File: src/hw/rtl/ebl_pkg.sv
// ----------------------------------------------------------------------------
// ebl_pkg
// Shared types and constants for the epsilon-greedy bandit learner.
// ----------------------------------------------------------------------------
package ebl_pkg;

    localparam int MAX_ARMS_DEF = 8;

    localparam int EST_W   = 16;
    localparam int RATE_W  = 16;
    localparam int COUNT_W = 4;
    localparam int OUT_ARM_W = 3;
    localparam int CFG_IDX_W = 2;
    localparam int CFG_DATA_W = 16;

    // register indexes of the configuration port
    localparam logic [CFG_IDX_W-1:0] CFG_ARMS_IN_USE  = 2'd0;
    localparam logic [CFG_IDX_W-1:0] CFG_EXPLORE_RATE = 2'd1;
    localparam logic [CFG_IDX_W-1:0] CFG_LEARN_RATE   = 2'd2;

    localparam logic [COUNT_W-1:0] ARMS_RST = 4'd3;
    localparam logic [RATE_W-1:0]  EXPLORE_RST = 16'd6554;
    localparam logic [RATE_W-1:0]  LEARN_RST   = 16'd6554;

    // item function codes
    localparam logic FUNC_DECIDE = 1'b0;
    localparam logic FUNC_REWARD = 1'b1;

    // control part of the token walking down the cell chain
    typedef struct packed {
        logic valid;
        logic scan;   // greedy compare in this walk
        logic wr;     // selected cell loads wdata
        logic found;  // some arm beat zero and all earlier arms
    } t_tok_ctl;

    typedef struct packed {
        logic signed [EST_W-1:0] best;
        logic signed [EST_W-1:0] fdata;  // estimate picked up at the selected cell
        logic signed [EST_W-1:0] wdata;
    } t_tok_data;

endpackage

File: src/hw/rtl/epsilon_greedy_bandit_learner.sv
// ----------------------------------------------------------------------------
// epsilon_greedy_bandit_learner
// Epsilon-greedy bandit learner: per-arm Q8.8 estimates kept in a chain of
// cells, one token walking the chain per lookup, a read and a write token per update.
// ----------------------------------------------------------------------------
//  channel   direction  handshake                 payload
//  in        sink       i_in_valid / o_in_stall   func, uniform_draw, explore_arm, reward_value
//  out       source     o_out_valid / i_out_stall chosen_arm, explored, estimate
//  cfg       sink       i_cfg_valid / o_cfg_ready cfg_index, cfg_data
//
//  decide item: result valid after one walk of the chain
//  reward item: result valid after the read walk, multiply, add and write walk
//  one item at a time; the next is taken while the result still waits
//  reset is synchronous and clears all estimates and remembered arms at once
//  a stalled result holds in the output register; the chain is not stalled
// ----------------------------------------------------------------------------
module epsilon_greedy_bandit_learner #(
    parameter int MAX_ARMS = ebl_pkg::MAX_ARMS_DEF
) (
    input  logic                               i_clk,
    input  logic                               i_rst_n,
    input  logic                               i_in_valid,
    output logic                               o_in_stall,
    input  logic                               i_func,
    input  logic [15:0]                        i_uniform_draw,
    input  logic [2:0]                         i_explore_arm,
    input  logic signed [15:0]                 i_reward_value,
    output logic                               o_out_valid,
    input  logic                               i_out_stall,
    output logic [2:0]                         o_chosen_arm,
    output logic                               o_explored,
    output logic signed [15:0]                 o_estimate,
    input  logic                               i_cfg_valid,
    output logic                               o_cfg_ready,
    input  logic [ebl_pkg::CFG_IDX_W-1:0]      i_cfg_index,
    input  logic [ebl_pkg::CFG_DATA_W-1:0]     i_cfg_data
);

    localparam int AW = $clog2(MAX_ARMS);

    logic [ebl_pkg::COUNT_W-1:0] r_arms_in_use;
    logic [ebl_pkg::RATE_W-1:0]  r_explore_rate;
    logic [ebl_pkg::RATE_W-1:0]  r_learn_rate;

    logic [ebl_pkg::COUNT_W-1:0] w_arms_lo;
    logic [ebl_pkg::COUNT_W-1:0] w_n;

    ebl_pkg::t_tok_ctl  w_ctl  [MAX_ARMS+1];
    ebl_pkg::t_tok_data w_data [MAX_ARMS+1];
    logic [AW-1:0]      w_sel  [MAX_ARMS+1];
    logic [AW-1:0]      w_bidx [MAX_ARMS+1];

    assign o_cfg_ready = 1'b1;

    always_ff @(posedge i_clk) begin
        if (!i_rst_n) begin
            r_arms_in_use  <= ebl_pkg::ARMS_RST;
            r_explore_rate <= ebl_pkg::EXPLORE_RST;
            r_learn_rate   <= ebl_pkg::LEARN_RST;
        end else if (i_cfg_valid && o_cfg_ready) begin
            unique case (i_cfg_index)
                ebl_pkg::CFG_ARMS_IN_USE:  r_arms_in_use  <= i_cfg_data[ebl_pkg::COUNT_W-1:0];
                ebl_pkg::CFG_EXPLORE_RATE: r_explore_rate <= i_cfg_data;
                ebl_pkg::CFG_LEARN_RATE:   r_learn_rate   <= i_cfg_data;
                default: ;
            endcase
        end
    end

    // arm count limited to 1 .. MAX_ARMS
    assign w_arms_lo = (r_arms_in_use == '0) ? 4'd1 : r_arms_in_use;
    assign w_n = (32'(w_arms_lo) > 32'(MAX_ARMS)) ? ebl_pkg::COUNT_W'(MAX_ARMS) : w_arms_lo;

    assign w_bidx[0] = '0;

    ebl_ctrl #(
        .AW (AW)
    ) u_ctrl (
        .i_clk          (i_clk),
        .i_rst_n        (i_rst_n),
        .i_n            (w_n),
        .i_explore_rate (r_explore_rate),
        .i_learn_rate   (r_learn_rate),
        .i_in_valid     (i_in_valid),
        .o_in_stall     (o_in_stall),
        .i_func         (i_func),
        .i_uniform_draw (i_uniform_draw),
        .i_explore_arm  (i_explore_arm),
        .i_reward_value (i_reward_value),
        .o_inj_ctl      (w_ctl[0]),
        .o_inj_data     (w_data[0]),
        .o_inj_sel      (w_sel[0]),
        .i_ret_ctl      (w_ctl[MAX_ARMS]),
        .i_ret_data     (w_data[MAX_ARMS]),
        .i_ret_bidx     (w_bidx[MAX_ARMS]),
        .o_out_valid    (o_out_valid),
        .i_out_stall    (i_out_stall),
        .o_chosen_arm   (o_chosen_arm),
        .o_explored     (o_explored),
        .o_estimate     (o_estimate)
    );

    for (genvar g = 0; g < MAX_ARMS; g++) begin : g_cell
        ebl_cell #(
            .IDX (g),
            .AW  (AW)
        ) u_cell (
            .i_clk   (i_clk),
            .i_rst_n (i_rst_n),
            .i_n     (w_n),
            .i_ctl   (w_ctl[g]),
            .i_data  (w_data[g]),
            .i_sel   (w_sel[g]),
            .i_bidx  (w_bidx[g]),
            .o_ctl   (w_ctl[g+1]),
            .o_data  (w_data[g+1]),
            .o_sel   (w_sel[g+1]),
            .o_bidx  (w_bidx[g+1])
        );
    end

endmodule

File: src/hw/rtl/ebl_cell.sv
// ----------------------------------------------------------------------------
// ebl_cell
// One arm: holds its estimate, joins the greedy compare and serves the
// read or write of the token that passes through it.
// ----------------------------------------------------------------------------
module ebl_cell #(
    parameter int IDX = 0,
    parameter int AW  = 3
) (
    input  logic                           i_clk,
    input  logic                           i_rst_n,
    input  logic [ebl_pkg::COUNT_W-1:0]    i_n,
    input  ebl_pkg::t_tok_ctl              i_ctl,
    input  ebl_pkg::t_tok_data             i_data,
    input  logic [AW-1:0]                  i_sel,
    input  logic [AW-1:0]                  i_bidx,
    output ebl_pkg::t_tok_ctl              o_ctl,
    output ebl_pkg::t_tok_data             o_data,
    output logic [AW-1:0]                  o_sel,
    output logic [AW-1:0]                  o_bidx
);

    localparam logic [7:0]    IDX8  = 8'(IDX);
    localparam logic [AW-1:0] IDX_A = AW'(IDX);

    logic signed [ebl_pkg::EST_W-1:0] r_est;
    ebl_pkg::t_tok_ctl                r_ctl;
    ebl_pkg::t_tok_data               r_data;
    logic [AW-1:0]                    r_sel;
    logic [AW-1:0]                    r_bidx;

    ebl_pkg::t_tok_ctl  n_ctl;
    ebl_pkg::t_tok_data n_data;
    logic [AW-1:0]      n_bidx;
    logic               w_hit;
    logic               w_beat;

    assign w_hit  = i_ctl.valid && (i_sel == IDX_A);
    assign w_beat = i_ctl.valid && i_ctl.scan && (IDX8 < {4'b0, i_n})
                    && (r_est > i_data.best);

    always_comb begin
        n_ctl  = i_ctl;
        n_data = i_data;
        n_bidx = i_bidx;
        if (w_beat) begin
            n_data.best = r_est;
            n_bidx      = IDX_A;
            n_ctl.found = 1'b1;
        end
        if (w_hit) begin
            n_data.fdata = r_est;
        end
    end

    always_ff @(posedge i_clk) begin
        if (!i_rst_n) begin
            r_est <= '0;
            r_ctl <= '0;
        end else begin
            r_ctl <= n_ctl;
            if (w_hit && i_ctl.wr) begin
                r_est <= i_data.wdata;
            end
        end
    end

    always_ff @(posedge i_clk) begin
        r_data <= n_data;
        r_sel  <= i_sel;
        r_bidx <= n_bidx;
    end

    assign o_ctl  = r_ctl;
    assign o_data = r_data;
    assign o_sel  = r_sel;
    assign o_bidx = r_bidx;

endmodule

File: src/hw/rtl/ebl_ctrl.sv
// ----------------------------------------------------------------------------
// ebl_ctrl
// Sequencer: takes items, launches tokens into the cell chain, blends
// rewards and holds the result register.
// ----------------------------------------------------------------------------
module ebl_ctrl #(
    parameter int AW = 3
) (
    input  logic                                i_clk,
    input  logic                                i_rst_n,
    input  logic [ebl_pkg::COUNT_W-1:0]         i_n,
    input  logic [ebl_pkg::RATE_W-1:0]          i_explore_rate,
    input  logic [ebl_pkg::RATE_W-1:0]          i_learn_rate,
    input  logic                                i_in_valid,
    output logic                                o_in_stall,
    input  logic                                i_func,
    input  logic [15:0]                         i_uniform_draw,
    input  logic [2:0]                          i_explore_arm,
    input  logic signed [15:0]                  i_reward_value,
    output ebl_pkg::t_tok_ctl                   o_inj_ctl,
    output ebl_pkg::t_tok_data                  o_inj_data,
    output logic [AW-1:0]                       o_inj_sel,
    input  ebl_pkg::t_tok_ctl                   i_ret_ctl,
    input  ebl_pkg::t_tok_data                  i_ret_data,
    input  logic [AW-1:0]                       i_ret_bidx,
    output logic                                o_out_valid,
    input  logic                                i_out_stall,
    output logic [ebl_pkg::OUT_ARM_W-1:0]       o_chosen_arm,
    output logic                                o_explored,
    output logic signed [ebl_pkg::EST_W-1:0]    o_estimate
);

    typedef enum logic [2:0] {
        S_IDLE,
        S_WALK,
        S_MUL,
        S_ADD,
        S_WB,
        S_DONE
    } t_state;

    t_state                            r_state;
    ebl_pkg::t_tok_ctl                 r_inj_ctl;
    ebl_pkg::t_tok_data                r_inj_data;
    logic [AW-1:0]                     r_sel;
    logic [AW-1:0]                     r_last_greedy;
    logic [AW-1:0]                     r_last_chosen;
    logic                              r_func;
    logic                              r_explored;
    logic signed [ebl_pkg::EST_W-1:0]  r_reward;
    logic signed [ebl_pkg::EST_W-1:0]  r_q;
    logic signed [33:0]                r_prod;
    logic [AW-1:0]                     r_res_arm;
    logic signed [ebl_pkg::EST_W-1:0]  r_res_est;
    logic                              r_out_valid;
    logic [ebl_pkg::OUT_ARM_W-1:0]     r_out_arm;
    logic                              r_out_explored;
    logic signed [ebl_pkg::EST_W-1:0]  r_out_est;

    ebl_pkg::t_tok_ctl                 n_inj_ctl;
    logic                              n_out_valid;

    logic                              w_accept;
    logic                              w_exploit;
    logic [ebl_pkg::COUNT_W-1:0]       w_rarm;
    logic [AW-1:0]                     w_clamped;
    logic signed [16:0]                w_diff;
    logic signed [16:0]                w_rate;
    logic signed [33:0]                w_mul;
    logic signed [34:0]                w_sum;
    logic signed [ebl_pkg::EST_W-1:0]  w_new;
    logic                              w_out_free;

    assign o_in_stall = (r_state != S_IDLE);
    assign w_accept   = i_in_valid && !o_in_stall;
    assign w_out_free = !r_out_valid || !i_out_stall;
    assign w_exploit  = (i_func == ebl_pkg::FUNC_DECIDE) && (i_uniform_draw >= i_explore_rate);

    // explore arm clamped to the top arm in use
    assign w_rarm    = {1'b0, i_explore_arm};
    assign w_clamped = (w_rarm >= i_n) ? AW'(i_n - 4'd1) : AW'(w_rarm);

    // R*a + Q*(65536-a) == Q*65536 + (R-Q)*a
    assign w_diff = $signed({r_reward[15], r_reward}) - $signed({r_q[15], r_q});
    assign w_rate = $signed({1'b0, i_learn_rate});
    assign w_mul  = w_diff * w_rate;
    assign w_sum  = $signed({{3{r_q[15]}}, r_q, 16'b0}) + $signed({r_prod[33], r_prod});
    assign w_new  = w_sum[31:16];

    // read token on accept, write token once the blend is ready
    always_comb begin
        n_inj_ctl = '0;
        if (w_accept) begin
            n_inj_ctl.valid = 1'b1;
            n_inj_ctl.scan  = w_exploit;
        end else if (r_state == S_ADD) begin
            n_inj_ctl.valid = 1'b1;
            n_inj_ctl.wr    = 1'b1;
        end
    end

    assign n_out_valid = ((r_state == S_DONE) && w_out_free) || (r_out_valid && i_out_stall);

    always_ff @(posedge i_clk) begin
        if (!i_rst_n) begin
            r_state       <= S_IDLE;
            r_inj_ctl     <= '0;
            r_last_greedy <= '0;
            r_last_chosen <= '0;
            r_out_valid   <= 1'b0;
        end else begin
            r_inj_ctl   <= n_inj_ctl;
            r_out_valid <= n_out_valid;
            unique case (r_state)
                S_IDLE: begin
                    if (w_accept) begin
                        r_func     <= i_func;
                        r_reward   <= i_reward_value;
                        r_inj_data <= '0;
                        r_state    <= S_WALK;
                        if (i_func == ebl_pkg::FUNC_REWARD) begin
                            r_sel      <= r_last_chosen;
                            r_explored <= 1'b0;
                        end else if (i_uniform_draw < i_explore_rate) begin
                            r_sel      <= w_clamped;
                            r_explored <= 1'b1;
                        end else begin
                            // fetch the old greedy arm in case nobody qualifies
                            r_sel      <= r_last_greedy;
                            r_explored <= 1'b0;
                        end
                    end
                end
                S_WALK: begin
                    if (i_ret_ctl.valid) begin
                        if (r_func == ebl_pkg::FUNC_REWARD) begin
                            r_q     <= i_ret_data.fdata;
                            r_state <= S_MUL;
                        end else begin
                            if (i_ret_ctl.found) begin
                                r_res_arm     <= i_ret_bidx;
                                r_res_est     <= i_ret_data.best;
                                r_last_greedy <= i_ret_bidx;
                                r_last_chosen <= i_ret_bidx;
                            end else begin
                                r_res_arm     <= r_sel;
                                r_res_est     <= i_ret_data.fdata;
                                r_last_chosen <= r_sel;
                            end
                            r_state <= S_DONE;
                        end
                    end
                end
                S_MUL: begin
                    r_prod  <= w_mul;
                    r_state <= S_ADD;
                end
                S_ADD: begin
                    r_inj_data.wdata <= w_new;
                    r_res_arm        <= r_sel;
                    r_res_est        <= w_new;
                    r_state          <= S_WB;
                end
                S_WB: begin
                    if (i_ret_ctl.valid) begin
                        r_state <= S_DONE;
                    end
                end
                S_DONE: begin
                    if (w_out_free) begin
                        r_out_arm      <= ebl_pkg::OUT_ARM_W'(r_res_arm);
                        r_out_explored <= r_explored;
                        r_out_est      <= r_res_est;
                        r_state        <= S_IDLE;
                    end
                end
                default: begin
                    r_state <= S_IDLE;
                end
            endcase
        end
    end

    assign o_inj_ctl    = r_inj_ctl;
    assign o_inj_data   = r_inj_data;
    assign o_inj_sel    = r_sel;
    assign o_out_valid  = r_out_valid;
    assign o_chosen_arm = r_out_arm;
    assign o_explored   = r_out_explored;
    assign o_estimate   = r_out_est;

    a_ret_when_waiting: assert property (@(posedge i_clk) disable iff (!i_rst_n)
        i_ret_ctl.valid |-> (r_state == S_WALK || r_state == S_WB))
        else $error("token returned while no walk was pending");

    a_single_token: assert property (@(posedge i_clk) disable iff (!i_rst_n)
        r_inj_ctl.valid |=> !r_inj_ctl.valid)
        else $error("two tokens launched back to back");

    a_accept_launches: assert property (@(posedge i_clk) disable iff (!i_rst_n)
        w_accept |=> (r_inj_ctl.valid && !r_inj_ctl.wr))
        else $error("accepted item did not launch a read walk");

    a_write_after_blend: assert property (@(posedge i_clk) disable iff (!i_rst_n)
        (r_inj_ctl.valid && r_inj_ctl.wr) |-> (r_state == S_WB && $past(r_state) == S_ADD))
        else $error("write token launched outside the reward update");

endmodule
File: config.mk
export PLATFORM = sky130hd
export DESIGN_NAME = epsilon_greedy_bandit_learner
export DESIGN_NICKNAME = d
export VERILOG_FILES = /design/src/hw/rtl/ebl_pkg.sv /design/src/hw/rtl/epsilon_greedy_bandit_learner.sv /design/src/hw/rtl/ebl_cell.sv /design/src/hw/rtl/ebl_ctrl.sv
export SDC_FILE = /design/constraint.sdc
export NUM_CORES = 2
export LEC_CHECK = 0
export ABC_AREA = 0
export BUFFER_PORTS_ARGS = -buffer_cell sky130_fd_sc_hd__buf_2
export CORE_MARGIN = 10
export CORE_UTILIZATION = 25
export DETAILED_ROUTE_END_ITERATION = 10
export MAX_ROUTING_LAYER = met4
export PLACE_DENSITY = 0.47
export SETUP_SLACK_MARGIN = 0.2
export SLEW_MARGIN = 0
export SYNTH_ARGS = -nofsm -noshare
export SYNTH_HDL_FRONTEND = slang
export SYNTH_HIERARCHICAL = 1
export SYNTH_SLANG_ARGS = --single-unit
export TNS_END_PERCENT = 30
File: constraint.sdc
create_clock -name i_clk -period 20.3 [get_ports i_clk]
set_input_delay 3.045 -clock i_clk [delete_from_list [all_inputs] [get_ports i_clk]]
set_output_delay 3.045 -clock i_clk [all_outputs]
set_load 0.005 [all_outputs]
==> metrics <==
Hold/Removal Path Class reg -> reg; CTS Buf Count 80; pwr/cell area ~170 nW/um^2; H-tree level count 3; number of top-level pins 82; number of port buffers 80; CP most frequent cell fa_1; Peak Freq 108 MHz; slowest CP cell xor2_1; Setup Fix Bufs, Post-CTS 0; Routability Congestion around 0.82; commonest cells after routing, fill and taps aside nand2_1 (696), dfxtp_1 (620), inv_1 (520); ANT nets after route 0; # clock sinks between 700 and 800; layout cells sized above 1 12.5%; Root Buffer clkbuf_16; fin. max-slew vios 0; nature of the critical path endpoint flip-flop; Final setup viols 0; vias in the first global route ~27000; r2r setup slk 11060 ps; first-pass iteration count of the detailed router 7; overall power between 7 and 8 mW; unrepaired setup endpoints after global routing false; worst skew pair latency 680 ps; DR DRC count 0; DR vias about 26000; die height 419 microns; data required time at the worst endpoint 20730 ps; Routed wire per std cell 17.9 microns; worst setup margin approximately 11000 ps; commonest non-fill, non-tap cell in the layout nand2_1; outcome completed; maximum vdd drop about 0.37 mV; Avg Inst Size Synth roughly 10 sq um; endpoints failing hold 0; Tcrit/Tclk final a little under half; first-pass GRT wire length roughly 170 mm; Post-CTS Resized 0; area grow syn2layout 13.6%; Starting Density 25.2%; FP Rows between 100 and 150; Tightest Pin Transition roughly 1300 ps; Clock Pin Slew Worst Setup and Hold Paths ~60 ps; Layout Skew 51.8 ps; CTS tree yes; initial antenna violation count 13; Mapped Area 39800 sq um; Setup WS pre-CTS roughly 11000 ps; LEAKAGE 20.1 nW; DRT iter0 DRCs 1378; Cells after Synth 3913; routed wire length between 100 and 150 mm; pin count of the biggest net entering global routing 90; kind of critical path reg -> reg; maxcap violations 0; WP data arrival between 9000 and 10000 ps; Die X about 420 microns; cts hold-fix bufs 0; Slew HR 13.0%; setup_tns 0 ps; Yosys warnings 6; CTS Buffer Depth 3; Core ar. between 150000 and 200000 sq um; Util after Layout roughly 29%; crit start category flip-flop; Tmin final 9240 ps; final hold slack between 300 and 400 ps; DP Wirelength slightly above 80 mm; die area 176000 sq um; crit path max fanout 16; largest stage delay on the critical path 1030 ps; nets@finish ~4600; total track usage roughly an eighth; grt total ovfl 0; Via density about 4.2
-- sequential cells by signal (all words and copies together) (netlist names), 4 cells and up --
| name | cells |
|---|---|
| g_cell.u_cell/o_data | 368 |
| g_cell.u_cell/r_est | 128 |
| g_cell.u_cell/o_ctl | 30 |
| g_cell.u_cell/o_bidx | 24 |
| g_cell.u_cell/o_sel | 21 |
| r_explore_rate | 16 |
| r_learn_rate | 16 |
| u_ctrl/o_estimate | 16 |
| u_ctrl/o_inj_data | 16 |
| u_ctrl/r_prod | 16 |
| u_ctrl/r_q | 16 |
| u_ctrl/r_res_est | 16 |
| u_ctrl/r_reward | 16 |
| r_arms_in_use | 4 |
-- critical path, delay by kind of cell (launching register included) --
| kind | cells | cell delay [ps] |
|---|---|---|
| AO/OA/AOI/OAI | 11 | 2970 |
| XOR/XNOR | 1 | 1030 |
| adder cells (fa/ha/maj) | 9 | 3660 |
| buffers and inverters | 6 | 360 |
| flip-flops | 1 | 370 |
| AND/OR/NAND/NOR | 3 | 600 |
-- routing by layer --
metal / wire length [microns] / global-route usage [%]
met3: 3510 / 1.45
met1: 49300 / 15.8
met5: 0 / -
met2: 53700 / 21.5
met4: 2560 / 3.43
-- path summary, 6_finish.rpt --
check,start,end,cells past startpoint
setup / recovery,u_ctrl/r_reward[0]$_DFFE_PP_,u_ctrl/r_prod[28]$_DFFE_PP_,30
hold / removal,g_cell[3].u_cell/o_sel[2]$_DFF_P_,g_cell[4].u_cell/o_sel[2]$_DFF_P_,0
setup reg to reg,u_ctrl/r_reward[0]$_DFFE_PP_,u_ctrl/r_prod[28]$_DFFE_PP_,30
hold reg to reg,g_cell[3].u_cell/o_sel[2]$_DFF_P_,g_cell[4].u_cell/o_sel[2]$_DFF_P_,0
-- stage by stage --
step / cells / cell area [sq um]
floorplan: 3947 / 40000
global placement: 5959 / 42400
detailed placement: 5959 / 42400
CTS: 6108 / 45200
global route: 6109 / 45200
finish: 6112 / 45300
-- power breakdown --
part           leakage [nW]  internal (mW)  switching [mW]
registers              6.14           1.78          0.0715
logic                  12.5           1.84            2.31
clock network          1.39          0.904           0.631
-- final cells by class --
cell class                 count  area (sq um)
inverter                     525          1970
sequential                   728         15700
fill                       16565        113000
clock buffer                 108          2320
timing repair buffer         123           729
tap                         2072          2590
multi-input combinational   2511         21400
antenna                        4          10.0
clock inverter                41           531
(Power assumes the default switching activity.)
